==> config.mk <==
export PLATFORM = sky130hd
export DESIGN_NAME = lpba_ctrl
export DESIGN_NICKNAME = d
export VERILOG_FILES = /design/src/hdl/lpba_pkg.sv /design/src/hdl/lpba_ctrl.sv
export SDC_FILE = /design/constraint.sdc
export NUM_CORES = 1
export LEC_CHECK = 0
export BUFFER_PORTS_ARGS = -buffer_cell sky130_fd_sc_hd__buf_2
export CAP_MARGIN = 20
export CORE_MARGIN = 2
export CORE_UTILIZATION = 45
export CTS_CLUSTER_SIZE = 24
export DETAILED_ROUTE_END_ITERATION = 16
export GPL_ROUTABILITY_DRIVEN = 0
export GPL_TIMING_DRIVEN = 0
export PLACE_DENSITY = 0.75
export SLEW_MARGIN = 25
export SYNTH_ARGS = -nofsm -noshare
export SYNTH_HDL_FRONTEND = slang
export SYNTH_SLANG_ARGS = --single-unit
==> constraint.sdc <==
create_clock -name i_clk -period 2.1 [get_ports i_clk]
set_input_delay 0.21 -clock i_clk [delete_from_list [all_inputs] [get_ports i_clk]]
set_output_delay 0.21 -clock i_clk [all_outputs]
set_load 0.03 [all_outputs]
==> src/hdl/lpba_pkg.sv <==
// Package for the lidar point box assignment block.
// Holds command codes, field widths and the controller/datapath command structs.
// No dependencies.
package lpba_pkg;

    localparam int unsigned CMD_W    = 2;
    localparam int unsigned SLOT_W   = 4;
    localparam int unsigned COEF_W   = 32;
    localparam int unsigned BOX_W    = 12;
    localparam int unsigned PT_W     = 16;
    localparam int unsigned KIND_W   = 2;
    localparam int unsigned PIX_W    = 16;
    localparam int unsigned SUM_W    = 52;
    localparam int unsigned NUM_COEF = 12;
    localparam int unsigned QUO_W    = 17;

    localparam logic [CMD_W-1:0] CMD_LOAD_COEF = 2'd0;
    localparam logic [CMD_W-1:0] CMD_LOAD_BOX  = 2'd1;
    localparam logic [CMD_W-1:0] CMD_PROJECT   = 2'd2;
    localparam logic [CMD_W-1:0] CMD_SPARE     = 2'd3;

    localparam logic [KIND_W-1:0] KIND_NONE    = 2'd0;
    localparam logic [KIND_W-1:0] KIND_ONE     = 2'd1;
    localparam logic [KIND_W-1:0] KIND_SEVERAL = 2'd2;

    localparam logic [15:0] SHRINK_RESET = 16'd6554;

    // Commands from controller to datapath.
    typedef struct packed {
        logic       capture;    // latch input item
        logic       mac_clr;    // clear row accumulators
        logic       mac_step;   // one multiply-accumulate term
        logic [1:0] mac_term;   // which column term
        logic       div_start;  // load divider for both quotients
        logic       div_step;   // one quotient bit
        logic       div_fin;    // apply sign and saturate
        logic       scan_clr;
        logic       scan_step;  // test one box
        logic       res_load;   // move result to output register
    } t_dp_cmd;

    typedef struct packed {
        logic zero_depth;
        logic scan_last;
    } t_dp_stat;

endpackage

==> src/hdl/lpba_ctrl.sv <==
// Controller state machine: sequences capture, accumulate, divide, scan and output.
// Depends on lpba_pkg.
module lpba_ctrl (
    input  logic                       i_clk,
    input  logic                       i_rst_n,
    input  logic                       i_in_valid,
    output logic                       o_in_ready,
    input  logic [lpba_pkg::CMD_W-1:0] i_in_cmd,
    output logic                       o_out_valid,
    input  logic                       i_out_ready,
    output lpba_pkg::t_dp_cmd          o_cmd,
    input  lpba_pkg::t_dp_stat         i_stat
);
    localparam logic [2:0] S_IDLE = 3'd0, S_MAC = 3'd1, S_DIVS = 3'd2, S_DIV = 3'd3,
                           S_FIN = 3'd4, S_SCAN = 3'd5, S_RES = 3'd6;
    localparam int unsigned DSTEPS = lpba_pkg::SUM_W + 2;

    logic [2:0] r_state, n_state;
    logic [6:0] r_cnt, n_cnt;
    logic       r_ovalid, n_ovalid;

    assign o_in_ready  = (r_state == S_IDLE);
    assign o_out_valid = r_ovalid;

    always_comb begin
        n_state  = r_state;
        n_cnt    = r_cnt;
        n_ovalid = r_ovalid && !i_out_ready;
        o_cmd    = '0;
        case (r_state)
            S_IDLE: begin
                if (i_in_valid) begin
                    o_cmd.capture = 1'b1;
                    o_cmd.mac_clr = 1'b1;
                    n_cnt = '0;
                    if (i_in_cmd == lpba_pkg::CMD_PROJECT) n_state = S_MAC;
                end
            end
            S_MAC: begin
                o_cmd.mac_step = 1'b1;
                o_cmd.mac_term = r_cnt[1:0];
                n_cnt = r_cnt + 1'b1;
                if (r_cnt == 7'd3) n_state = S_DIVS;
            end
            S_DIVS: begin
                o_cmd.div_start = 1'b1;
                n_cnt = '0;
                n_state = i_stat.zero_depth ? S_RES : S_DIV;
            end
            S_DIV: begin
                o_cmd.div_step = 1'b1;
                n_cnt = r_cnt + 1'b1;
                if (r_cnt == 7'(DSTEPS - 1)) n_state = S_FIN;
            end
            S_FIN: begin
                o_cmd.div_fin  = 1'b1;
                o_cmd.scan_clr = 1'b1;
                n_state = S_SCAN;
            end
            S_SCAN: begin
                o_cmd.scan_step = 1'b1;
                if (i_stat.scan_last) n_state = S_RES;
            end
            S_RES: begin
                // hold until the output register is free
                if (!r_ovalid || i_out_ready) begin
                    o_cmd.res_load = 1'b1;
                    n_ovalid = 1'b1;
                    n_state  = S_IDLE;
                end
            end
            default: n_state = S_IDLE;
        endcase
    end

    always_ff @(posedge i_clk) begin
        if (!i_rst_n) begin
            r_state  <= S_IDLE;
            r_cnt    <= '0;
            r_ovalid <= 1'b0;
        end else begin
            r_state  <= n_state;
            r_cnt    <= n_cnt;
            r_ovalid <= n_ovalid;
        end
    end

    a_one_phase: assert property (@(posedge i_clk) disable iff (!i_rst_n)
        !(o_cmd.div_step && o_cmd.scan_step)) else $error("divide and scan overlap");
    a_load_free: assert property (@(posedge i_clk) disable iff (!i_rst_n)
        o_cmd.res_load |-> (!r_ovalid || i_out_ready)) else $error("result overwritten");
    a_res_valid: assert property (@(posedge i_clk) disable iff (!i_rst_n)
        o_cmd.res_load |=> r_ovalid) else $error("result not presented");
    a_no_take: assert property (@(posedge i_clk) disable iff (!i_rst_n)
        (r_state == S_DIV) |-> !o_in_ready) else $error("input taken mid-divide");
endmodule

==> run_results.csv, run 1 <==
group,metric,value,unit
pwr,power.density,1111,nW/um2
global_routing,grt_pass1_wl,2656,um
sta,finalMaxSlewViolations,0,
finish,diodes,0,
yosys,syn_avg_cell_area,7.820,um2
clocking,clkTransAtPathRegs,0.07,ns
die,io_pins,21,
die,die_area,1781,um2
placed_design,dp.cells,119,
pwr,leakage,0.3464,nW
worst_setup_path,crit_required,2.30,ns
yosys,syn-cell-area,656.9,um2
clocking,cts-root-buf,"clkbuf_4",
placed_design,placed_area,780.7,um2
yosys,ys_seq_area_share,33.52,%
global_routing,antenna_found_initial,0,
global_routing,met3_usage,3.017,%
worst_setup_path,path_class,"register to register",
outcome,status,"complete, no violations",
sta,setup_viol,0,
placed_design,port_buffers,20,
die,core,1334,um2
finish,synthToLayoutAreaGrowth,23.05,%
pwr,swShare,46.99,%
detailed_routing,wire_per_inst,12.41,um
yosys,synth_nets,94,
detailed_routing,drtIter0Drc,20,
clocking,clk_latency,0.27,ns
finish,layout-drive-gt1-share,28.70,%
finish,fin_area,808.3,um2
sta,min_period,1.894,ns
pwr,p_total,0.8981,mW
placed_design,place_hpwl,1175,um
global_routing,grtUsageMet2,31.38,%
sta,worst_pin_slew,0.6512,ns
yosys,yosys_warnings,0,
finish,layout.cells.most_common_list,"buf_2, dfxtp_1, nor2_1",
sta,finalHoldViolCount,0,
yosys,ys_seq_elements,11,
global_routing,grt_use_met1,23.18,%
sta,maxSlewHeadroom,56.22,%
worst_setup_path,critPathCaptureType,"register",
die,die_height,42.21,um
pwr,p_sw,0.4220,mW
global_routing,overflow,0,
pwr,seq_power_share,29.6,%
detailed_routing,drc,0,
sta,rsz0062_at_grt,"false",
pwr,cell_internal_pwr,0.4761,mW
clocking,cts_buffers,3,
pwr,ir_drop,0.5119,mV
worst_setup_path,cp.arrival,2.10,ns
sta,min_period_over_period,90.21,%
die,dieWidth,42.21,um
flow_run,drv_cap,0,
worst_setup_path,start_kind,"register",
global_routing,grt_most_used_layer,"met2",
yosys,synthCells,84,
sta,hold_ws,0.2038,ns
detailed_routing,routed_wl,1527,um
global_routing,grt_max_degree,11,
global_routing,grt_use_total,19.19,%
yosys,synth_flop_cell,"dfxtp_1",
detailed_routing,dr.pass1.iters,4,
die,rows,13,
clocking,clock-sinks,11,
sta,finClkSkew,0.006669,ns
detailed_routing,vias_per_cell,5.447,
sta,fin_tns_setup,0,ns
yosys,synth-async-reset-ratio,0,%
clocking,cts_buffer_depth,2,
global_routing,grt_pass1_vias,624,
finish,finalNetCount,119,
clocking,htree_levels,1,
finish,mostFrequentLayoutCell,"buf_2",
yosys,synth_cell_types,31,
pwr,pwr-share-clk,16.3,%
sta,timing.fmax,527.9,MHz
min_path,hold_class,"input port to register",
finish,fillers,142,
detailed_routing,drtAntennaViolNets,0,
worst_setup_path,path_max_fanout,5,
clocking,cts_tree,"built",
finish,fin_cells,123,
detailed_routing,vias,670,
yosys,synth-edff-count,0,
die,start_util,49.25,%
pwr,combPwrFrac,54.1,%
synthesized netlist by cell type, types with 2 or more instances:
cell type  number  share of area [%]
or3_1           2                1.9
nor3b_1         2                2.3
xor2_1          2                2.7
nor3_1          4                3.0
o21ai_0         4                3.0
nand3_1         2                1.5
o31ai_1         2                2.3
o21ai_1         2                1.5
clkbuf_1        2                1.1
inv_1           4                2.3
buf_4           2                2.3
buf_2           2                1.5
a21oi_1         5                3.8
nand4_1         2                1.9
and3_1          2                1.9
and2_1          4                3.8
ha_1            2                3.8
xnor2_1         3                4.0
nand2b_1        2                1.9
nor2_1         10                5.7
dfxtp_1        11                 34
nand2_1         4                2.3
power by group through the flow:
stage | registers [mW] | logic, mW | clock network [mW]
after floorplan | 0.264 | 0.369 | 0
after global placement | 0.270 | 0.471 | 0
after detailed placement | 0.270 | 0.483 | 0
after CTS | 0.265 | 0.485 | 0.151
after global routing | 0.271 | 0.531 | 0.159
final | 0.266 | 0.486 | 0.147
logic make-up (layout without fill, tap and decap cells):
family,after synthesis,count (layout),share of synthesized area (%)
buffers and inverters,10,34,7.237
adder cells (fa/ha/maj),2,2,3.809
AO/OA/AOI/OAI,17,17,15.81
XOR/XNOR,5,5,6.668
multiplexers,1,1,1.714
flip-flops,11,11,33.52
AND/OR/NAND/NOR,38,38,31.24
state kept, by name (all words and copies together) (netlist names):
signal,flops
o_out_valid,1
r_cnt,7
r_state,3
metrics by stage:
stage | setup slack, ns | util, %
final | 0.2056 | 60.60
after global routing | 0.08991 | 60.60
after CTS | 0.04523 | 60.51
after detailed placement | 0.2480 | 58.54
after global placement | 0.2567 | 58.54
after floorplan | 0.02170 | -
critical path, stage by stage, from the launching register on:
cell and delay [ns]:
dfxtp_1 0.40, ha_1 0.20, or4b_1 0.46, o211ai_2 0.18
a21oi_1 0.10, or3_1 0.35, a21oi_1 0.14
worst paths after layout:
| path | startpoint | endpoint | slack (ns) | cells after the start |
|---|---|---|---|---|
| worst max-delay path | r_cnt[0] | r_state[0] | 0.21 | 6 |
| worst min-delay path | i_rst_n | r_cnt[1] | 0.20 | 2 |
| worst max register to register | r_cnt[0] | r_state[0] | 0.21 | 6 |
| worst min register to register | r_cnt[6] | r_cnt[6] | 0.53 | 2 |
per-layer routing:
metal	vias to the layer above	wire length [um]
met4	0	12
met5	-	0
met2	20	760
met1	309	656
li1	339	-
met3	2	97
layout make-up:
cell class | count | area [um2] | share of cell area [%]
Timing Repair Buffer | 20 | 100.1 | 12.38
Clock buffer | 4 | 26.28 | 3.251
Multi-Input combinational cell | 63 | 394.1 | 48.76
Inverter | 4 | 15.01 | 1.858
Sequential cell | 11 | 220.2 | 27.24
Tap cell | 15 | 18.77 | 2.322
Buffer | 6 | 33.78 | 4.180
what timing repair did:
action,4_1_cts,5_1_grt
setup buffers,0,0
hold buffers,0,0
setup endpoints to repair,0,1
resized for setup,0,2
hold endpoints to repair,0,0
Power figures use the tool's default switching activity.
==> run 2, diff against run 1 <==
PLACE_DENSITY = 0.72   (was 0.75)
==> run_results.csv, run 2 (synthesis results as in run 1) <==
group,metric,value,unit
placed_design,placed_area,780.7,um2
sta,maxSlewHeadroom,57.90,%
pwr,ir_drop,0.7115,mV
detailed_routing,wire_per_inst,11.35,um
finish,regMostFlops,"r_cnt",
clocking,clkTransAtPathRegs,0.07,ns
detailed_routing,dr.pass1.iters,4,
global_routing,overflow,0,
worst_setup_path,r2r_cells,6,
sta,rsz0062_at_grt,"false",
flow_run,drv_cap,0,
sta,worst_pin_slew,0.6261,ns
die,die_area,1781,um2
global_routing,grt_max_degree,11,
min_path,min_path_cells,2,
global_routing,grt_use_total,17.73,%
worst_setup_path,r2r_slack,0.22,ns
detailed_routing,routed_wl,1396,um
worst_setup_path,path_max_fanout,5,
clocking,postCtsSetupRepairBufs,0,
worst_setup_path,start_kind,"register",
sta,fin_tns_setup,0,ns
global_routing,antenna_found_initial,0,
finish,layout.cells.most_common_list,"buf_2, dfxtp_1, nor2_1",
worst_setup_path,crit_required,2.31,ns
finish,synthToLayoutAreaGrowth,23.05,%
clocking,htree_levels,1,
finish,layout-drive-gt1-share,28.70,%
global_routing,grt_pass1_vias,538,
detailed_routing,drc,0,
worst_setup_path,r2r_end,"r_state[0]",
clocking,cts_buffers,3,
placed_design,port_buffers,20,
sta,min_period,1.879,ns
die,dieWidth,42.21,um
sta,setup_viol,0,
detailed_routing,vias,663,
die,core,1334,um2
global_routing,grt_pass1_wl,2387,um
min_path,hp-start,"i_rst_n",
clocking,clock-sinks,11,
detailed_routing,drtAntennaViolNets,0,
sta,finalMaxSlewViolations,0,
finish,finalNetCount,119,
detailed_routing,vias_per_cell,5.390,
outcome,status,"complete, no violations",
sta,hold_ws,0.2116,ns
die,start_util,49.25,%
clocking,cts_hold_buf,0,
sta,min_period_over_period,89.49,%
die,die_height,42.21,um
finish,fin_cells,123,
worst_setup_path,critPathCaptureType,"register",
clocking,clk_latency,0.27,ns
min_path,hold_end,"r_cnt[1]",
finish,mostFrequentLayoutCell,"buf_2",
worst_setup_path,cp.arrival,2.09,ns
detailed_routing,drtIter0Drc,11,
worst_setup_path,path_class,"register to register",
die,rows,13,
finish,fillers,134,
clocking,cts_tree,"built",
placed_design,dp.cells,119,
die,io_pins,21,
finish,diodes,0,
sta,timing.fmax,532.1,MHz
sta,finClkSkew,0.0006326,ns
placed_design,place_hpwl,1030,um
pwr,power.density,1094,nW/um2
finish,fin_area,808.3,um2
finish,largest_reg_flops,7,
min_path,hold_class,"input port to register",
sta,finalHoldViolCount,0,
clocking,cts-root-buf,"clkbuf_4",
clocking,cts_buffer_depth,2,
worst_setup_path,r2r-start,"r_cnt[0]",
pwr,leakage,0.3464,nW
[run 2: cell type report]
| type | instances | area [um2] | share of cell area [%] |
|---|---|---|---|
| inverter | 4 | 15.01 | 1.858 |
| clock buffer | 4 | 26.28 | 3.251 |
| sequential | 11 | 220.2 | 27.24 |
| tap | 15 | 18.77 | 2.322 |
| buffer | 6 | 33.78 | 4.180 |
| multi-input combinational | 63 | 394.1 | 48.76 |
| timing repair buffer | 20 | 100.1 | 12.38 |
[run 2: how the worst max path moves through the flow]
| stage | start | endpoint | slack [ns] | cells after the start |
|---|---|---|---|---|
| final | r_cnt[0] | r_state[0] | 0.22 | 6 |
| after floorplan | r_state[2] | o_cmd[3] | 0.02 | 4 |
| after global routing | r_cnt[0] | r_state[0] | 0.05 | 6 |
| after CTS | r_state[2] | o_cmd[3] | 0.16 | 5 |
| after global placement | r_cnt[0] | r_state[0] | 0.24 | 6 |
| after detailed placement | r_cnt[0] | r_state[0] | 0.25 | 6 |
[run 2: layer usage]
layer,vias up,global-route usage [%],part of all wire (%)
li1,340,-,-
met1,296,23.62,43
met2,22,24.62,45
met3,5,7.759,8.8
met4,0,7.500,2.1
met5,-,0,0
[run 2: power breakdown]
part	switching (mW)	internal [mW]	leakage, nW	total (mW)
logic	0.310	0.165	0.242	0.475
registers	0.0283	0.236	0.0890	0.265
clock network	0.0707	0.0737	0.0150	0.144
total	0.409	0.475	0.346	0.884
[run 2: repair_timing]
action,4_1_cts,5_1_grt
endpoints found under the setup margin,0,2
hold endpoints to repair,0,0
gates resized for setup,0,2
[run 2: metrics by stage]
step                setup WS, ns  util, %  power [mW]
floorplan                0.02170        -      0.6328
global placement          0.2365    58.54      0.7378
detailed placement        0.2503    58.54      0.7404
CTS                       0.1550    60.51      0.8906
global route             0.05191    60.60      0.9591
finish                    0.2208    60.60      0.8840
[run 2: critical path: stages, from the launching register on]
cell	delay [ns]
dfxtp_1	0.40
ha_1	0.21
or4b_1	0.46
o211ai_2	0.19
a21oi_1	0.10
or3_1	0.34
a21oi_1	0.12
==> run 3, diff against run 2 <==
BUFFER_PORTS_ARGS = -buffer_cell sky130_fd_sc_hd__buf_4   (was -buffer_cell sky130_fd_sc_hd__buf_2)
HOLD_SLACK_MARGIN = 0.03   (was unset)
==> run_results.csv, run 3 (synthesis results as in run 1) <==
group,metric,value,unit
outcome,status,"complete, no violations",
sta,min_period,1.880,ns
detailed_routing,vias,643,
worst_setup_path,cp.arrival,2.09,ns
min_path,min_path_cells,2,
clocking,clock-sinks,11,
worst_setup_path,path_class,"register to register",
finish,layout.cells.most_common_list,"buf_4, nor2_1, dfxtp_1",
finish,finalNetCount,119,
finish,fin_area,859.6,um2
min_path,hold_end,"r_cnt[1]",
worst_setup_path,crit_required,2.31,ns
detailed_routing,drc,0,
finish,diodes,0,
global_routing,overflow,0,
pwr,power.density,1083,nW/um2
sta,finalMaxSlewViolations,0,
finish,mostFrequentLayoutCell,"buf_4",
worst_setup_path,path_max_fanout,5,
clocking,cts_tree,"built",
die,rows,13,
sta,finClkSkew,0.003759,ns
global_routing,grt_pass1_vias,559,
clocking,clkTransAtPathRegs,0.07,ns
detailed_routing,wire_per_inst,12.16,um
clocking,postCtsSetupRepairBufs,0,
placed_design,port_buffers,20,
sta,fin_tns_setup,0,ns
placed_design,place_hpwl,1116,um
detailed_routing,drtIter0Drc,13,
detailed_routing,routed_wl,1496,um
global_routing,antenna_found_initial,0,
pwr,ir_drop,0.4969,mV
min_path,hold_class,"input port to register",
detailed_routing,dr.pass1.iters,4,
flow_run,drv_cap,0,
worst_setup_path,critical_path.max_stage_delay,0.47,ns
die,core,1334,um2
worst_setup_path,r2r_end,"r_state[0]",
sta,timing.fmax,531.8,MHz
sta,maxSlewHeadroom,58.48,%
clocking,cts_buffers,3,
clocking,htree_levels,1,
clocking,cts_hold_buf,0,
die,die_area,1781,um2
worst_setup_path,start_kind,"register",
sta,finalHoldViolCount,0,
sta,setup_viol,0,
worst_setup_path,path_common_cell,"a21oi_1",
finish,layout-drive-gt1-share,29.63,%
global_routing,grt_max_degree,11,
global_routing,grt_pass1_wl,2415,um
pwr,leakage,0.3548,nW
finish,synthToLayoutAreaGrowth,30.86,%
detailed_routing,vias_per_cell,5.228,
worst_setup_path,r2r_cells,6,
worst_setup_path,r2r_slack,0.22,ns
sta,worst_pin_slew,0.6175,ns
finish,largest_reg_flops,7,
global_routing,grt_use_total,17.91,%
worst_setup_path,slowest_stage,"or4b_1",
clocking,clk_latency,0.27,ns
worst_setup_path,crit_path_cell_trace,"ha_1, or4b_1, o211ai_2, a21oi_1, or3_1, a21oi_1",
placed_design,placed_area,830.8,um2
detailed_routing,drtAntennaViolNets,0,
die,dieWidth,42.21,um
worst_setup_path,critPathCaptureType,"register",
die,die_height,42.21,um
min_path,hp-start,"i_rst_n",
die,start_util,49.25,%
sta,min_period_over_period,89.54,%
die,io_pins,21,
clocking,cts_buffer_depth,2,
finish,regMostFlops,"r_cnt",
clocking,cts-root-buf,"clkbuf_4",
sta,rsz0062_at_grt,"false",
worst_setup_path,r2r-start,"r_cnt[0]",
==> run 3: cell counts in the layout (fill, tap and decap cells not counted) <==
Identical to the previous run, type by type.
==> run 3: what timing repair did <==
action                                 in CTS  in global routing
endpoints found under the hold margin       0                  0
resized for setup                           0                  3
setup endpoints to repair                   0                  2
==> run 3: power breakdown <==
part / internal, mW / total [mW] / switching [mW]
clock network: 0.0737 / 0.145 / 0.0718
registers: 0.238 / 0.267 / 0.0291
logic: 0.202 / 0.518 / 0.316
==> run 3: worst max-delay path by stage <==
stage,from,depth (start not counted),endpoint,slack [ns]
after floorplan,r_state[2],4,o_cmd[3],0.02
after global placement,r_cnt[0],6,r_state[0],0.23
after detailed placement,r_cnt[0],6,r_state[0],0.21
after CTS,r_state[2],5,o_cmd[3],0.13
after global routing,r_cnt[1],6,r_state[0],0.06
final,r_cnt[0],6,r_state[0],0.22
==> run 3: per-stage QoR <==
step / cells / total power [mW] / util, % / setup WS [ns] / hold slack (ns)
finish: 123 / 0.9307 / 64.45 / 0.2197 / 0.1851
global route: 123 / 0.9954 / 64.45 / 0.05826 / 0.1772
CTS: 123 / 0.9338 / 64.26 / 0.1329 / 0.1772
detailed placement: 119 / 0.7845 / 62.29 / 0.2113 / 0.4640
global placement: 119 / 0.7808 / 62.29 / 0.2305 / 0.4677
floorplan: 84 / 0.6328 / - / 0.02170 / 0.3317
==> run 3: final cells by class <==
class                           instances  area (um2)
Inverter                                4       15.01
Tap cell                               15       18.77
Buffer                                  6       33.78
Timing Repair Buffer                   20       150.1
Sequential cell                        11       221.5
Multi-Input combinational cell         63       394.1
Clock buffer                            4       26.28
Fill cell                             128       474.2
==> run 3: critical path, delay by kind of cell, from the launching register on <==
| family | cells | cell delay (ns) |
|---|---|---|
| AO/OA/AOI/OAI | 3 | 0.43 |
| adder cells (fa/ha/maj) | 1 | 0.20 |
| flip-flops | 1 | 0.37 |
| AND/OR/NAND/NOR | 2 | 0.81 |
==> run 3: layer usage <==
metal / vias to the layer above / global-route usage, % / routed length (um)
li1: 339 / - / -
met1: 285 / 22.31 / 733
met2: 16 / 27.38 / 666
met3: 3 / 8.190 / 88
met4: 0 / 5.625 / 9
met5: - / 0 / 0
